===== src/rtl/core/rtcm3_fsc_pkg.sv =====
// Shared types, constants and the CRC-24Q byte update for the RTCM3 frame sync unit.
`default_nettype none

package rtcm3_fsc_pkg;

  localparam logic [7:0]  PREAMBLE       = 8'hD3;
  localparam logic [7:0]  RESERVED_MASK  = 8'hFC;
  localparam logic [24:0] CRC24Q_POLY    = 25'h1864CFB;
  localparam logic [11:0] TYPE_MIN_RESET = 12'd1000;
  localparam logic [11:0] TYPE_MAX_RESET = 12'd1200;
  localparam logic [10:0] FRAME_OVERHEAD = 11'd6;

  localparam int unsigned CFG_INDEX_W = 1;
  localparam logic [CFG_INDEX_W-1:0] REG_TYPE_MIN = 1'b0;
  localparam logic [CFG_INDEX_W-1:0] REG_TYPE_MAX = 1'b1;

  typedef struct packed {
    logic        crc_ok;
    logic [9:0]  payload_length;
    logic [11:0] msg_type;
  } result_t;

  function automatic logic [23:0] crc24q_byte(logic [23:0] crc, logic [7:0] b);
    logic [24:0] c;
    c = {1'b0, crc ^ {b, 16'h0000}};
    for (int k = 0; k < 8; k++) begin
      c = {c[23:0], 1'b0};
      if (c[24]) begin
        c = c ^ CRC24Q_POLY;
      end
    end
    return c[23:0];
  endfunction

endpackage

`default_nettype wire


===== src/rtl/core/rtcm3_fsc_framer.sv =====
// Frame tracker: preamble hunt, header checks, running CRC-24Q and frame result.
`default_nettype none

module rtcm3_fsc_framer (
  input  wire logic                   clk,
  input  wire logic                   rst,
  input  wire logic                   step,
  input  wire logic [7:0]             rx_byte,
  input  wire logic [11:0]            type_min,
  input  wire logic [11:0]            type_max,
  output logic                        res_valid,
  output rtcm3_fsc_pkg::result_t      res
);

  logic [10:0] byte_count,       byte_count_next;
  logic [10:0] frame_length,     frame_length_next;
  logic [1:0]  length_high_bits, length_high_bits_next;
  logic [15:0] type_shift,       type_shift_next;
  logic [23:0] crc_accumulator,  crc_accumulator_next;
  logic [23:0] received_crc,     received_crc_next;

  logic [23:0] crc_upd;
  logic [10:0] count_inc;
  logic [11:0] pos_plus3;
  logic [10:0] length_field;
  logic [11:0] msg_type_next;

  assign crc_upd       = rtcm3_fsc_pkg::crc24q_byte(crc_accumulator, rx_byte);
  assign count_inc     = byte_count + 11'd1;
  assign pos_plus3     = {1'b0, byte_count} + 12'd3;
  assign msg_type_next = type_shift_next[15:4];
  assign length_field  = frame_length - rtcm3_fsc_pkg::FRAME_OVERHEAD;

  always_comb begin
    byte_count_next       = byte_count;
    frame_length_next     = frame_length;
    length_high_bits_next = length_high_bits;
    type_shift_next       = type_shift;
    crc_accumulator_next  = crc_accumulator;
    received_crc_next     = received_crc;
    res_valid             = 1'b0;

    if (byte_count == 11'd0) begin
      if (rx_byte == rtcm3_fsc_pkg::PREAMBLE) begin
        crc_accumulator_next = rtcm3_fsc_pkg::crc24q_byte(24'h000000, rx_byte);
        byte_count_next      = 11'd1;
      end
    end else if (byte_count == 11'd1) begin
      if ((rx_byte & rtcm3_fsc_pkg::RESERVED_MASK) != 8'h00) begin
        byte_count_next = 11'd0;
      end else begin
        length_high_bits_next = rx_byte[1:0];
        crc_accumulator_next  = crc_upd;
        byte_count_next       = 11'd2;
      end
    end else if (byte_count == 11'd2) begin
      frame_length_next    = {1'b0, length_high_bits, rx_byte} + rtcm3_fsc_pkg::FRAME_OVERHEAD;
      crc_accumulator_next = crc_upd;
      byte_count_next      = 11'd3;
    end else begin
      if (byte_count == 11'd3) begin
        type_shift_next = {8'h00, rx_byte};
      end else if (byte_count == 11'd4) begin
        type_shift_next = {type_shift[7:0], rx_byte};
      end
      if ((byte_count == 11'd4) &&
          ((msg_type_next < type_min) || (msg_type_next > type_max))) begin
        byte_count_next = 11'd0;
      end else begin
        if (pos_plus3 < {1'b0, frame_length}) begin
          crc_accumulator_next = crc_upd;
        end else begin
          received_crc_next = {received_crc[15:0], rx_byte};
        end
        if (count_inc >= frame_length) begin
          byte_count_next = 11'd0;
          res_valid       = 1'b1;
        end else begin
          byte_count_next = count_inc;
        end
      end
    end
  end

  assign res.msg_type       = msg_type_next;
  assign res.payload_length = length_field[9:0];
  assign res.crc_ok         = (received_crc_next == crc_accumulator_next);

  always_ff @(posedge clk) begin
    if (rst) begin
      byte_count       <= 11'd0;
      frame_length     <= 11'd0;
      length_high_bits <= 2'd0;
      type_shift       <= 16'h0000;
      crc_accumulator  <= 24'h000000;
      received_crc     <= 24'h000000;
    end else if (step) begin
      byte_count       <= byte_count_next;
      frame_length     <= frame_length_next;
      length_high_bits <= length_high_bits_next;
      type_shift       <= type_shift_next;
      crc_accumulator  <= crc_accumulator_next;
      received_crc     <= received_crc_next;
    end
  end

endmodule

`default_nettype wire


===== src/rtl/core/rtcm3_frame_sync_crc_check_unit.sv =====
// Top level: input register, frame tracker, result register and config registers.
// Each accepted byte waits in the input register until the output can advance; a frame result
// shows on m_tvalid after the edge that processes the frame's last byte.
// Throughput: one byte per cycle while no held result stalls; CRC-24Q update is combinational.
// Reset (rst, synchronous): clears item valids, returns to preamble hunt,
// loads type_min = 1000 and type_max = 1200.
`default_nettype none

module rtcm3_frame_sync_crc_check_unit (
  input  wire logic                                    clk,
  input  wire logic                                    rst,
  input  wire logic                                    s_tvalid,
  output logic                                         s_tready,
  input  wire logic [7:0]                              s_tdata,   // [7:0] rx_byte
  output logic                                         m_tvalid,
  input  wire logic                                    m_tready,
  output logic [23:0]                                  m_tdata,   // [11:0] msg_type,
                                                                  // [21:12] payload_length,
                                                                  // [22] crc_ok, [23] zero
  input  wire logic                                    cfg_we,
  input  wire logic [rtcm3_fsc_pkg::CFG_INDEX_W-1:0]   cfg_index,
  input  wire logic [11:0]                             cfg_data
);

  logic                   in_valid;
  logic [7:0]             in_byte;
  logic                   advance;
  logic                   step;
  logic [11:0]            type_min;
  logic [11:0]            type_max;
  logic                   res_valid;
  rtcm3_fsc_pkg::result_t res;
  rtcm3_fsc_pkg::result_t out_res;

  assign advance  = !m_tvalid || m_tready;
  assign step     = in_valid && advance;
  assign s_tready = !in_valid || advance;
  assign m_tdata  = {1'b0, out_res};

  always_ff @(posedge clk) begin
    if (rst) begin
      type_min <= rtcm3_fsc_pkg::TYPE_MIN_RESET;
      type_max <= rtcm3_fsc_pkg::TYPE_MAX_RESET;
    end else if (cfg_we) begin
      case (cfg_index)
        rtcm3_fsc_pkg::REG_TYPE_MIN: type_min <= cfg_data;
        rtcm3_fsc_pkg::REG_TYPE_MAX: type_max <= cfg_data;
        default: ;
      endcase
    end
  end

  always_ff @(posedge clk) begin
    if (rst) begin
      in_valid <= 1'b0;
    end else if (s_tready) begin
      in_valid <= s_tvalid;
    end
  end

  always_ff @(posedge clk) begin
    if (s_tvalid && s_tready) begin
      in_byte <= s_tdata;
    end
  end

  rtcm3_fsc_framer u_framer (
    .clk       (clk),
    .rst       (rst),
    .step      (step),
    .rx_byte   (in_byte),
    .type_min  (type_min),
    .type_max  (type_max),
    .res_valid (res_valid),
    .res       (res)
  );

  always_ff @(posedge clk) begin
    if (rst) begin
      m_tvalid <= 1'b0;
    end else if (advance) begin
      m_tvalid <= step && res_valid;
    end
  end

  always_ff @(posedge clk) begin
    if (step && res_valid) begin
      out_res <= res;
    end
  end

endmodule

`default_nettype wire


===== config.mk =====
export PLATFORM = sky130hd
export DESIGN_NAME = rtcm3_frame_sync_crc_check_unit
export DESIGN_NICKNAME = d
export VERILOG_FILES = /design/src/rtl/core/rtcm3_fsc_pkg.sv /design/src/rtl/core/rtcm3_fsc_framer.sv /design/src/rtl/core/rtcm3_frame_sync_crc_check_unit.sv
export SDC_FILE = /design/constraint.sdc
export NUM_CORES = 1
export LEC_CHECK = 0
export BUFFER_PORTS_ARGS = -buffer_cell sky130_fd_sc_hd__buf_2
export CAP_MARGIN = 20
export CELL_PAD_IN_SITES_DETAIL_PLACEMENT = 0
export CELL_PAD_IN_SITES_GLOBAL_PLACEMENT = 1
export CORE_AREA = 4 4 152 184
export CTS_BUF_LIST = sky130_fd_sc_hd__clkbuf_8
export DETAILED_ROUTE_END_ITERATION = 8
export DIE_AREA = 0 0 156 188
export GPL_TIMING_DRIVEN = 0
export PLACE_DENSITY_LB_ADDON = 0.1
export SETUP_SLACK_MARGIN = 0.2
export SYNTH_ARGS = -nofsm -noshare
export SYNTH_HDL_FRONTEND = slang
export SYNTH_SLANG_ARGS = --single-unit

===== constraint.sdc =====
create_clock -name clk -period 5.46 [get_ports clk]
set_input_delay 0 -clock clk [delete_from_list [all_inputs] [get_ports clk]]
set_output_delay 0 -clock clk [all_outputs]
set_load 0.02 [all_outputs]

* Word-level counts from Yosys, hierarchy flattened
Cells that the tools add are included.
Operators by class: $add $sub $neg 4, multipliers 0, divide/modulo/power cells 0, order comparisons 4, equal/unequal tests 7, shifts and indexed selects 0, mux-type cells 59, bitwise logic cells 22, reductions and logical operators 18
Operator list (number):
- $mux W24 | 42
- $not A13 Y13 | 16
- $mux W16 | 5
- $mux W11 | 6
- $eq A24 B24 Y1 | 1
- $xor A24 B24 Y24 | 1
- $eq A11 B2 Y1 const B | 2
- $add A11 B2 Y12 const B | 1
- $gt A12 B12 Y1 | 1
- $lt A12 B11 Y1 | 1
- $lt A12 B12 Y1 | 1
- $add A10 B3 Y11 const B | 1
- $add A11 B1 Y11 const B | 1
- $eq A11 B1 Y1 const B | 1
- $eq A11 B3 Y1 const B | 1
- $ge A11 B11 Y1 | 1
- $logic_not A11 Y1 | 1
- $sub A10 B3 Y10 const B | 1
- $eq A8 B8 Y1 const B | 1
- $reduce_and A4 Y1 | 2
- $reduce_bool A8 Y1 | 1
- $reduce_and A2 Y1 | 3
- $mux W1 | 5
- $not A1 Y1 | 5
- 7 further kinds | 13
Word-level totals: register bits after elaboration 145, latch bits 0, bits in writable memories 0, bits in read-only memories 0, input port bits 26, output and inout bits 26, word-level logic and storage cells 129, memories 0

* Logic depth before layout (Yosys ltp)
Gate-level depths: netlist (run 1).
depth after elaboration 33, mapped depth 21, mapped depth without buffers 19

* By module
A second synthesis (run 1) with hierarchy kept.
Unflattened totals: cells, all modules 1046, area, all modules 9187.6 sq um
Modules (own cells, without submodules):
- rtcm3_fsc_framer | times used 1, cells an instance 901, area each 7165.6 sq um, seq. area each 1761.7 sq um
- rtcm3_frame_sync_crc_check_unit | times used 1, cells an instance 145, area each 2021.9 sq um, seq. area each 1451.4 sq um

* Least setup slack after synthesis (run 1)
OpenSTA, ideal clock, no wires.
kind reg2reg, start point register u_framer.byte_count[4], end point register out_res (netlist bit m_tdata[22]) (data pin), library setup time 170 ps, data arrival time 5179 ps, data required time 5290 ps, setup slack 112 ps, stages on the path, launching flop included 21, buffers on the path 2, period minus slack after synthesis 5348 ps, cells stage by stage dfxtp_1 -> buf_4 -> nor4_1 -> nand2_1 -> nor2_1 -> nand2_1 -> a21oi_1 -> ha_1 -> and3_1 -> a221oi_1 -> o21ai_0 -> a211oi_1 -> a211oi_2 -> o31a_2 -> buf_4 -> o22a_2 -> xor2_1 -> o21ai_1 -> a2111oi_4 -> nand4_1 -> nor4_2
RTL lines:
- start, declared | RTL line rtcm3_fsc_framer.sv:15 | logic [10:0] byte_count, byte_count_next;
- start signal, assigned | RTL line rtcm3_fsc_framer.sv:98 | byte_count <= byte_count_next;
- end signal, assigned | RTL line rtcm3_frame_sync_crc_check_unit.sv:88 | out_res <= res;
- end, declared | RTL line rtcm3_frame_sync_crc_check_unit.sv:33 | rtcm3_fsc_pkg::result_t out_res;

==> flow_summary.yaml, run 1 <==
outcome:
  outcome: "finished, final reports clean"
drt:
  dr.pass1.iters: 5
  routed_wl_um: 32800
  wl_per_cell_um: 20.4
  drcViolationCount: 0
  vias_per_cell: 5.39
  drtIter0Drc: 542
  vias: 8677
  drtAntennaViolNets: 0
cells_and_area:
  drive_above_1_share_pct: 16.2
  antenna_cells: 0
  layout_common_cells: "197 x nand2_1, 111 x a21oi_1, 111 x dfxtp_1"
  multiInputGateArea_um2: 6020
  area_growth_pct: 21.8
  num-fill-cells: 2723
  seqCellArea_um2: 3220
  layout_commonest_cell: "nand2_1"
  nNetsFinal: 1341
timing:
  slew_viol_final: 0
  rsz0062_at_grt: "yes"
  worstMarginPinSlew_ns: 1.14
  period_share_pct: 97.5
  hold_viol: 0
  finalSetupTns_ns: 0
  fin_crit_ns: 5.32
  max_freq_ghz: 0.188
  fin_skew_ns: 0.0163
  relSlewSlack_pct: 23.5
  hold_ws_ns: 0.0470
  setup_violations: 0
floorplan:
  core_um2: 26100
  die_w_um: 156
  dieArea_um2: 29300
  die_y_um: 188
  initial_utilization_pct: 35.6
  placementRows: 65
  io_pins: 52
global_route:
  grt_pass1_vias: 8485
  grt_max_degree: 19
  grt-ovfl-total: 0
  grt_pass1_wl_um: 50700
  grt_antenna_before_repair: 0
  grt_usage_pct: 22.5
synthesis:
  syn_area_um2: 9310
  ys_warn_count: 0
  ys_ff_latch: 145
  synth_edf_count: 31
  synth_cells: 1140
  synthXorXnorAreaFrac_pct: 12.9
  synth-compound-area-share_pct: 20.4
  synthAdderAreaFrac_pct: 7.13
  synthSimpleGateAreaFrac_pct: 18.9
  synth_top_family_by_area: "compound AO/OA/AOI/OAI gates"
  synth_mux_area_share_pct: 0.968
  synth_cell_types: 74
  avgSynthCellArea_um2: 8.16
  ys_seq_area_share_pct: 34.5
  synth_flop_cell: "dfxtp_1"
  syn_nets: 1219
  ys_async_sr_fraction_pct: 0
setup_path:
  crit_required_ns: 5.75
  cp-end-kind: "flip-flop"
  startpoint_type: "flip-flop"
  cpPeakStageDelay_ns: 0.55
  path_class: "reg -> reg"
  cp_max_fo: 9
  worst_path_max_delay_cell: "or4_4"
  cp.arrival_ns: 5.61
  path_cells: "buf_6 -> or4_4 -> or3_4 -> clkbuf_16 -> o21ai_4 -> a21oi_4 -> ha_1 -> and3_4 -> or3b_4 -> o211ai_1 -> nand3_2 -> a211oi_4 -> buf_6 -> buf_4 -> nor3_1 -> o21ai_1 -> o2111ai_2 -> xnor2_1 -> nor4_1 -> o211ai_1 -> nor4_4"
clocking:
  clock_path_buffers: 2
  clk_latency_ns: 0.47
  root_buffer: "clkbuf_8"
  path_clk_slew_ns: 0.10
  clock-sinks: 145
  ctsHtreeMaxLevel: 4
  cts_buffers: 17
  cts_tree: "done"
pwr:
  power_density_nw_per_um2: 206
  p_leak_nw: 4.15
  vdd_ir_drop_max_v: 0.000135
placement:
  dp_hpwl_um: 24900
  routabilityCongestion: 0.958
  io_buffers: 49
worst_hold_path:
  worstHoldPathType: "in -> reg"
job:
  maxCapViolations: 0
power breakdown:
part / switching, mW / total (mW) / internal [mW]
Sequential: 0.0101 / 1.11 / 1.10
Clock: 0.486 / 0.908 / 0.422
Combinational: 0.192 / 0.316 / 0.124
worst paths after layout:
| path | start | endpoint | slack (ns) | cells past startpoint |
|---|---|---|---|---|
| max | u_framer.byte_count[7]$_SDFFE_PP0P_ | m_tdata[22]$_DFFE_PP_ | 0.14 | 21 |
| min | m_tready | m_tvalid$_SDFFE_PP0P_ | 0.05 | 4 |
| max reg2reg | u_framer.byte_count[7]$_SDFFE_PP0P_ | m_tdata[22]$_DFFE_PP_ | 0.14 | 21 |
| min reg2reg | type_min[1]$_SDFFE_PP0P_ | type_min[1]$_SDFFE_PP0P_ | 0.46 | 2 |
cells in the mapped netlist, types with 5 or more instances:
cell type  instances  area share (%)
edfxtp_1          31              10
a211oi_1          14             1.1
nand2b_1           6            0.40
clkbuf_1          42             1.7
nand3_1           20             1.1
dfxtp_1          114              25
nor4_1            11            0.74
nor3_1            20             1.1
buf_1              7            0.28
mux2i_1            9            0.97
and2_1             5            0.34
xor2_1            34             3.2
o21ai_1            6            0.32
nand4_1           13            0.87
a21o_1             8            0.65
o211ai_1          13             1.0
nor2_1            93             3.8
buf_2              9            0.48
inv_1             50             2.0
xnor2_1           96             9.0
a21oi_1          118             6.3
o21ai_0           37             2.0
a31oi_1           12            0.81
nor2b_1            5            0.34
nand2_1          200             8.1
ha_1              53             7.1
a22oi_1           14             1.1
o22ai_1            5            0.34
a211o_1           10            0.94
o221a_2            6            0.73
buf_4              5            0.40
nand3b_1           7            0.56
critical path: cells and delay by family (launching register included):
family / cells / cell delay [ns]
XOR/XNOR: 1 / 0.19
AND/OR/NAND/NOR: 8 / 2.35
adder cells (fa/ha/maj): 1 / 0.30
buffers and inverters: 4 / 0.62
AO/OA/AOI/OAI: 7 / 1.35
flip-flops: 1 / 0.32
per-stage QoR:
| step | utilization [%] | power [mW] | worst slack (ns) | cell area, um2 | instances |
|---|---|---|---|---|---|
| 2_1_floorplan | - | 1.34 | 0.362 | 9310 | 1140 |
| 3_3_place_gp | 38.2 | 1.43 | -1.75 | 9980 | 1524 |
| 3_5_place_dp | 38.4 | 1.43 | -1.72 | 10000 | 1527 |
| 4_1_cts | 43.1 | 2.37 | 0.148 | 11200 | 1606 |
| 5_1_grt | 43.4 | 2.45 | -0.0184 | 11300 | 1610 |
| 6_report | 43.4 | 2.34 | 0.139 | 11300 | 1610 |
flip-flops by register name, indices dropped and copies added (netlist names):
register / cells
in_byte: 8
in_valid: 1
m_tdata: 23
m_tvalid: 1
type_max: 12
type_min: 12
u_framer.byte_count: 11
u_framer.crc_accumulator: 24
u_framer.frame_length: 11
u_framer.length_high_bits: 2
u_framer.received_crc: 24
u_framer.type_shift: 16
layout make-up:
| type | instances | area share (%) |
|---|---|---|
| Buffer | 65 | 3.04 |
| Clock inverter | 15 | 1.49 |
| Tap cell | 335 | 3.70 |
| Clock buffer | 17 | 2.06 |
| Multi-Input combinational cell | 880 | 53.1 |
| Timing Repair Buffer | 103 | 6.51 |
| Sequential cell | 145 | 28.4 |
| Inverter | 50 | 1.66 |
layer usage:
layer	global-route usage, %	vias up	part of all wire, %
li1	-	4228	-
met2	37.5	228	49
met5	0	-	0
met3	3.60	66	3.9
met1	28.8	4155	44
met4	9.30	0	4.0
kinds of logic after synthesis:
logic type      Yosys count
simple gates            400
buf+inv                 115
compound gates          284
xor+xnor                133
mux                       9
flops                   145
fa+ha+maj                53
other cells               1
what timing repair did:
| item | in CTS | in global routing |
|---|---|---|
| setup endpoints to repair | 84 | 22 |
| buffers inserted | 20 | 4 |
| gates resized for setup | 98 | 16 |
| gates cloned | 2 | 0 |
| pin swaps | 29 | 13 |
| hold buffers | 25 | 0 |
| endpoints found under the hold margin | 33 | 0 |
Power figures use the tool's default switching activity.
==> run 2: changes to the inputs <==
--- a/config.mk
+++ b/config.mk
@@ -14,6 +14,7 @@
 export DETAILED_ROUTE_END_ITERATION = 8
 export DIE_AREA = 0 0 156 188
 export GPL_TIMING_DRIVEN = 0
+export HOLD_SLACK_MARGIN = 0.05
 export PLACE_DENSITY_LB_ADDON = 0.1
 export SETUP_SLACK_MARGIN = 0.2
 export SYNTH_ARGS = -nofsm -noshare
==> run 2 against run 1 <==
Global-route usage stayed put. Non-clock buffer count increased by 1. Routed wire length about the same. Clock skew about the same. Power about the same. Maximum frequency rose by 0.19%. Via count shrank 0.39%. Combinational power barely moved. Count of clock-buffer cells in the layout stayed put.
==> flow_summary.yaml, run 2 (same netlist as run 1, synthesis figures left out) <==
clocking:
  cts_tree: "done"
  root_buffer: "clkbuf_8"
  clock_path_buffers: 2
  ctsHtreeMaxLevel: 4
  path_clk_slew_ns: 0.10
  clock-sinks: 145
  cts_buffers: 17
  clk_latency_ns: 0.47
pwr:
  p_leak_nw: 4.15
  vdd_ir_drop_max_v: 0.000135
  combPwrFrac_pct: 13.5
  power_density_nw_per_um2: 206
  seqPwrFrac_pct: 47.7
  power_mw: 2.34
  intPower_mw: 1.65
  p_switching_uw: 688
  clkPwrFrac_pct: 38.8
  swShare_pct: 29.4
cells_and_area:
  area_growth_pct: 21.9
  finalCoreUtilization_pct: 43.4
  drive_above_1_share_pct: 16.1
  seqCellArea_um2: 3220
  antenna_cells: 0
  num-fill-cells: 2722
  fin_cells: 1611
  nNetsFinal: 1342
  layout_commonest_cell: "nand2_1"
  layout_common_cells: "197 x nand2_1, 111 x a21oi_1, 111 x dfxtp_1"
  multiInputGateArea_um2: 6020
worst_hold_path:
  hold_end: "u_framer.byte_count[0]$_SDFFE_PP0P_"
  worstHoldPathType: "in -> reg"
  hold_start: "rst"
  hold_depth: 3
drt:
  wl_per_cell_um: 20.3
  drcViolationCount: 0
  dr.pass1.iters: 5
  vias_per_cell: 5.36
  routed_wl_um: 32800
  drtIter0Drc: 549
  vias: 8643
  drtAntennaViolNets: 0
global_route:
  grt_antenna_before_repair: 0
  grt_max_degree: 19
  grt_pass1_wl_um: 50700
  grt_pass1_vias: 8485
  grt_usage_pct: 22.5
  grt-ovfl-total: 0
timing:
  fin_skew_ns: 0.0164
  relSlewSlack_pct: 23.1
  period_share_pct: 97.3
  max_freq_ghz: 0.188
  slew_viol_final: 0
  rsz0062_at_grt: "yes"
  worstMarginPinSlew_ns: 1.14
  fin_crit_ns: 5.31
  hold_viol: 0
  setup_violations: 0
floorplan:
  die_w_um: 156
  io_pins: 52
  dieArea_um2: 29300
  die_y_um: 188
  core_um2: 26100
  placementRows: 65
  initial_utilization_pct: 35.6
outcome:
  outcome: "finished, final reports clean"
setup_path:
  r2r-end: "m_tdata[22]$_DFFE_PP_"
  crit_required_ns: 5.75
  cp.arrival_ns: 5.60
  crit-reg2reg-launch: "u_framer.byte_count[8]$_SDFFE_PP0P_"
  path_class: "reg -> reg"
  startpoint_type: "flip-flop"
  cp_max_fo: 5
  rrSetupSlack_ns: 0.15
  cp-end-kind: "flip-flop"
  worstRegToRegCells: 21
placement:
  dpl.cell_count: 1527
  dp_hpwl_um: 24900
  routabilityCongestion: 0.958
  io_buffers: 49
job:
  maxCapViolations: 0
==> run 2: how the worst max path moves through the flow <==
stage,slack [ns],start,endpoint
2_1_floorplan,0.36,u_framer.byte_count[4]$_SDFFE_PP0P_,m_tdata[22]$_DFFE_PP_
3_3_place_gp,-1.75,u_framer.byte_count[8]$_SDFFE_PP0P_,m_tdata[22]$_DFFE_PP_
3_5_place_dp,-1.72,u_framer.byte_count[8]$_SDFFE_PP0P_,m_tdata[22]$_DFFE_PP_
4_1_cts,0.15,u_framer.byte_count[8]$_SDFFE_PP0P_,m_tdata[22]$_DFFE_PP_
5_1_grt,-0.02,u_framer.byte_count[2]$_SDFFE_PP0P_,m_tdata[22]$_DFFE_PP_
6_report,0.15,u_framer.byte_count[8]$_SDFFE_PP0P_,m_tdata[22]$_DFFE_PP_
==> run 2: layout make-up <==
cell class / count / area share [%]
Tap cell: 335 / 3.70
Buffer: 65 / 3.03
Timing Repair Buffer: 104 / 6.60
Inverter: 50 / 1.65
Clock buffer: 17 / 2.06
Multi-Input combinational cell: 880 / 53.1
Sequential cell: 145 / 28.4
Clock inverter: 15 / 1.49
==> run 2: worst max-delay path: stages, from the launching register on <==
cell and delay, ns:
dfxtp_2 0.33, buf_6 0.12, or4_4 0.56, or3_4 0.43, clkbuf_16 0.18, o21ai_4 0.16, a21oi_4 0.08, ha_1 0.30
and3_4 0.20, or3b_4 0.36, o211ai_1 0.16, nand3_2 0.22, a211oi_4 0.35, buf_6 0.18, buf_4 0.12, nor3_1 0.04
o21ai_1 0.17, o2111ai_2 0.23, xnor2_1 0.19, nor4_1 0.19, o211ai_1 0.19, nor4_4 0.35
==> run 2: power groups by stage <==
stage | Combinational [mW] | Sequential [mW] | Clock (mW)
detailed placement | 0.292 | 1.14 | 0
global placement | 0.293 | 1.14 | 0
global route | 0.343 | 1.12 | 0.991
CTS | 0.313 | 1.11 | 0.943
finish | 0.315 | 1.11 | 0.908
floorplan | 0.208 | 1.14 | 0
==> run 2: routing by layer <==
layer	share of wire, %	up-vias	GRT usage (%)
li1	-	4227	-
met1	44	4144	28.8
met3	3.5	61	3.60
met5	0	-	0
met4	3.9	0	9.30
met2	49	211	37.5
==> run 2: through the flow <==
| stage | setup WS, ns | setup TNS, ns | hold slack (ns) | area, um2 |
|---|---|---|---|---|
| 2_1_floorplan | 0.362 | 0 | 0.0989 | 9310 |
| 3_3_place_gp | -1.75 | -71.14 | 0.177 | 9980 |
| 3_5_place_dp | -1.72 | -51.08 | 0.178 | 10000 |
| 4_1_cts | 0.148 | 0 | 0.100 | 11200 |
| 5_1_grt | -0.0184 | -0.0184 | 0.102 | 11300 |
| 6_report | 0.149 | 0 | 0.0844 | 11300 |
==> run 2: what timing repair did <==
action | in CTS | in global routing
hold buffers | 26 | 0
pin swaps | 29 | 13
gates cloned | 2 | 0
gates resized for setup | 98 | 16
endpoints found under the hold margin | 34 | 0
buffers inserted | 20 | 4
endpoints found under the setup margin | 84 | 22
==> run 3: changes to the inputs <==
--- a/config.mk
+++ b/config.mk
@@ -5,7 +5,6 @@
 export SDC_FILE = /design/constraint.sdc
 export NUM_CORES = 1
 export LEC_CHECK = 0
-export BUFFER_PORTS_ARGS = -buffer_cell sky130_fd_sc_hd__buf_2
 export CAP_MARGIN = 20
 export CELL_PAD_IN_SITES_DETAIL_PLACEMENT = 0
 export CELL_PAD_IN_SITES_GLOBAL_PLACEMENT = 1
@@ -13,9 +12,11 @@
 export CTS_BUF_LIST = sky130_fd_sc_hd__clkbuf_8
 export DETAILED_ROUTE_END_ITERATION = 8
 export DIE_AREA = 0 0 156 188
+export DONT_BUFFER_PORTS = 1
 export GPL_TIMING_DRIVEN = 0
 export HOLD_SLACK_MARGIN = 0.05
 export PLACE_DENSITY_LB_ADDON = 0.1
+export REMOVE_ABC_BUFFERS = 1
 export SETUP_SLACK_MARGIN = 0.2
 export SYNTH_ARGS = -nofsm -noshare
 export SYNTH_HDL_FRONTEND = slang
==> run 3 against run 2 <==
Combinational power fell by 9.5%. Critical endpoint unchanged. First-iteration DRC count down 6.0%. Routed wire length decreased by 6.3%. Final area is 1.6% lower. Utilization down 0.69 points. Global-route usage is 1.1 points lower. Clock power shrank 8.8%. Largest power group unchanged.
==> flow_summary.yaml, run 3 (same netlist as run 1, synthesis figures left out) <==
clocking:
  path_clk_slew_ns: 0.09
  ctsHtreeMaxLevel: 4
  cts_buffers: 17
  root_buffer: "clkbuf_8"
  clock_path_buffers: 2
  clock-sinks: 145
  clk_latency_ns: 0.48
  cts_tree: "done"
cells_and_area:
  finalCoreUtilization_pct: 42.8
  nNetsFinal: 1264
  drive_above_1_share_pct: 14.1
  layout_common_cells: "196 x nand2_1, 111 x a21oi_1, 105 x dfxtp_1"
  layout_commonest_cell: "nand2_1"
  area_growth_pct: 19.9
  num-fill-cells: 2650
drt:
  vias: 8273
  highest_layer: "met4"
  drtIter0Drc: 516
  routed_wl_um: 30700
  drtAntennaViolNets: 0
  route.met3.wl_um: 1100
  routedLengthMet1_um: 13700
  vias_per_cell: 5.39
  drcViolationCount: 0
  wl_met2_um: 15100
  dr.pass1.iters: 5
  wl_per_cell_um: 20.0
setup_path:
  startpoint_type: "flip-flop"
  cp.arrival_ns: 5.49
  worst_path_max_delay_cell: "or4_4"
  crit_required_ns: 5.74
  path_class: "reg -> reg"
  cp_max_fo: 7
  path_cells: "or4_4 -> or3_4 -> o21ai_4 -> a21oi_4 -> ha_1 -> and3_4 -> a221oi_1 -> o21ai_1 -> a211oi_2 -> buf_4 -> a2111oi_4 -> a211oi_4 -> buf_12 -> buf_6 -> nor2_1 -> nor3_1 -> xnor2_1 -> a21oi_1 -> nand4_1 -> nor4_2"
  rrSetupSlack_ns: 0.25
  worstRegToRegCells: 20
  r2r-end: "m_tdata[22]$_DFFE_PP_"
  crit-reg2reg-launch: "u_framer.byte_count[8]$_SDFFE_PP0P_"
  cp-end-kind: "flip-flop"
  cpPeakStageDelay_ns: 0.59
pwr:
  power_density_nw_per_um2: 201
  seqPwrFrac_pct: 50.3
  p_switching_uw: 646
  swShare_pct: 28.8
  intPower_mw: 1.59
  clkPwrFrac_pct: 37.0
  vdd_ir_drop_max_v: 0.000129
  p_leak_nw: 3.97
  combPwrFrac_pct: 12.7
  power_mw: 2.24
placement:
  io_buffers: 0
  routabilityCongestion: 0.855
  dp_hpwl_um: 21300
global_route:
  grt_usage_pct: 21.4
  grt_max_degree: 115
  grt_pass1_vias: 8296
  grt_antenna_before_repair: 0
  grt-ovfl-total: 0
  grt_pass1_wl_um: 48800
outcome:
  outcome: "finished, final reports clean"
timing:
  slew_viol_final: 0
  max_freq_ghz: 0.192
  setup_violations: 0
  period_share_pct: 95.5
  fin_crit_ns: 5.21
  hold_viol: 0
  hold_ws_ns: 0.157
  worstMarginPinSlew_ns: 0.979
  finalSetupTns_ns: 0
  fin_skew_ns: 0.0138
  relSlewSlack_pct: 34.5
  rsz0062_at_grt: "yes"
floorplan:
  die_y_um: 188
  die_w_um: 156
  io_pins: 52
  core_um2: 26100
  initial_utilization_pct: 35.6
  placementRows: 65
  dieArea_um2: 29300
worst_hold_path:
  hold_depth: 1
  hold_start: "s_tdata[0]"
  hold_end: "in_byte[0]$_DFFE_PP_"
  worstHoldPathType: "in -> reg"
job:
  maxCapViolations: 0
[run 3: changes by cell type in the layout (fill, tap and decap cells not counted), moves of 4 or more]
cell	change
buf_2	-53
clkbuf_1	-39
dlygate4sd3_1	+16
o21ai_0	+7
o21ai_1	-7
dfxtp_1	-6
buf_1	-5
dfxtp_4	+4
[run 3: power by group through the flow]
stage / Sequential [mW] / Clock [mW] / Combinational, mW
finish: 1.13 / 0.828 / 0.285
global route: 1.13 / 0.906 / 0.313
CTS: 1.13 / 0.860 / 0.284
detailed placement: 1.15 / 0 / 0.237
global placement: 1.15 / 0 / 0.235
floorplan: 1.14 / 0 / 0.185
[run 3: stage by stage]
stage,worst slack (ns),cell area [um2],cells
after floorplan,-0.0629,9020,1075
after global placement,-2.11,9440,1410
after detailed placement,-2.14,9580,1420
after CTS,0.189,11100,1530
after global routing,0.0396,11200,1533
final,0.246,11200,1534
[run 3: worst max-delay path, delay by kind of cell, from the launching register on]
family	cells	cell delay, ns
AOI/OAI and AO/OA	8	1.45
xor gates and xnor gates	1	0.14
adders and majority gates	1	0.30
buffers and inverters	3	0.48
DFF	1	0.37
and+or+nand+nor	7	2.25
[run 3: metal layers]
| layer | GRT usage, % | vias to the layer above |
|---|---|---|
| met3 | 3.72 | 59 |
| li1 | - | 4081 |
| met1 | 27.3 | 3941 |
| met4 | 6.67 | 0 |
| met2 | 36.5 | 192 |
| met5 | 0 | - |
[run 3: worst max-delay path by stage]
stage	start	endpoint	slack, ns	cells after the start
final	u_framer.byte_count[8]$_SDFFE_PP0P_	m_tdata[22]$_DFFE_PP_	0.25	20
after CTS	u_framer.byte_count[8]$_SDFFE_PP0P_	m_tdata[22]$_DFFE_PP_	0.19	18
after detailed placement	u_framer.byte_count[7]$_SDFFE_PP0P_	m_tdata[22]$_DFFE_PP_	-2.14	18
after global routing	u_framer.byte_count[8]$_SDFFE_PP0P_	m_tdata[22]$_DFFE_PP_	0.04	21
after floorplan	u_framer.byte_count[3]$_SDFFE_PP0P_	m_tdata[22]$_DFFE_PP_	-0.06	17
after global placement	u_framer.byte_count[7]$_SDFFE_PP0P_	m_tdata[22]$_DFFE_PP_	-2.11	18
[run 3: area by class of cell]
cell class                 count  area, um2  area share [%]
clock inverter                14        116            1.04
inverter                      50        188            1.68
antenna                        1       2.50          0.0224
sequential                   145       3240            29.0
tap                          335        419            3.76
timing repair buffer          89        868            7.78
clock buffer                  18        248            2.22
multi-input combinational    882       6080            54.5
[run 3: timing repair]
action,in CTS,in global routing
setup endpoints to repair,84,2
pin swaps,37,6
resized for setup,102,5
cloned,2,0
hold buffers,43,0
hold endpoints to repair,130,0
setup buffers,33,2
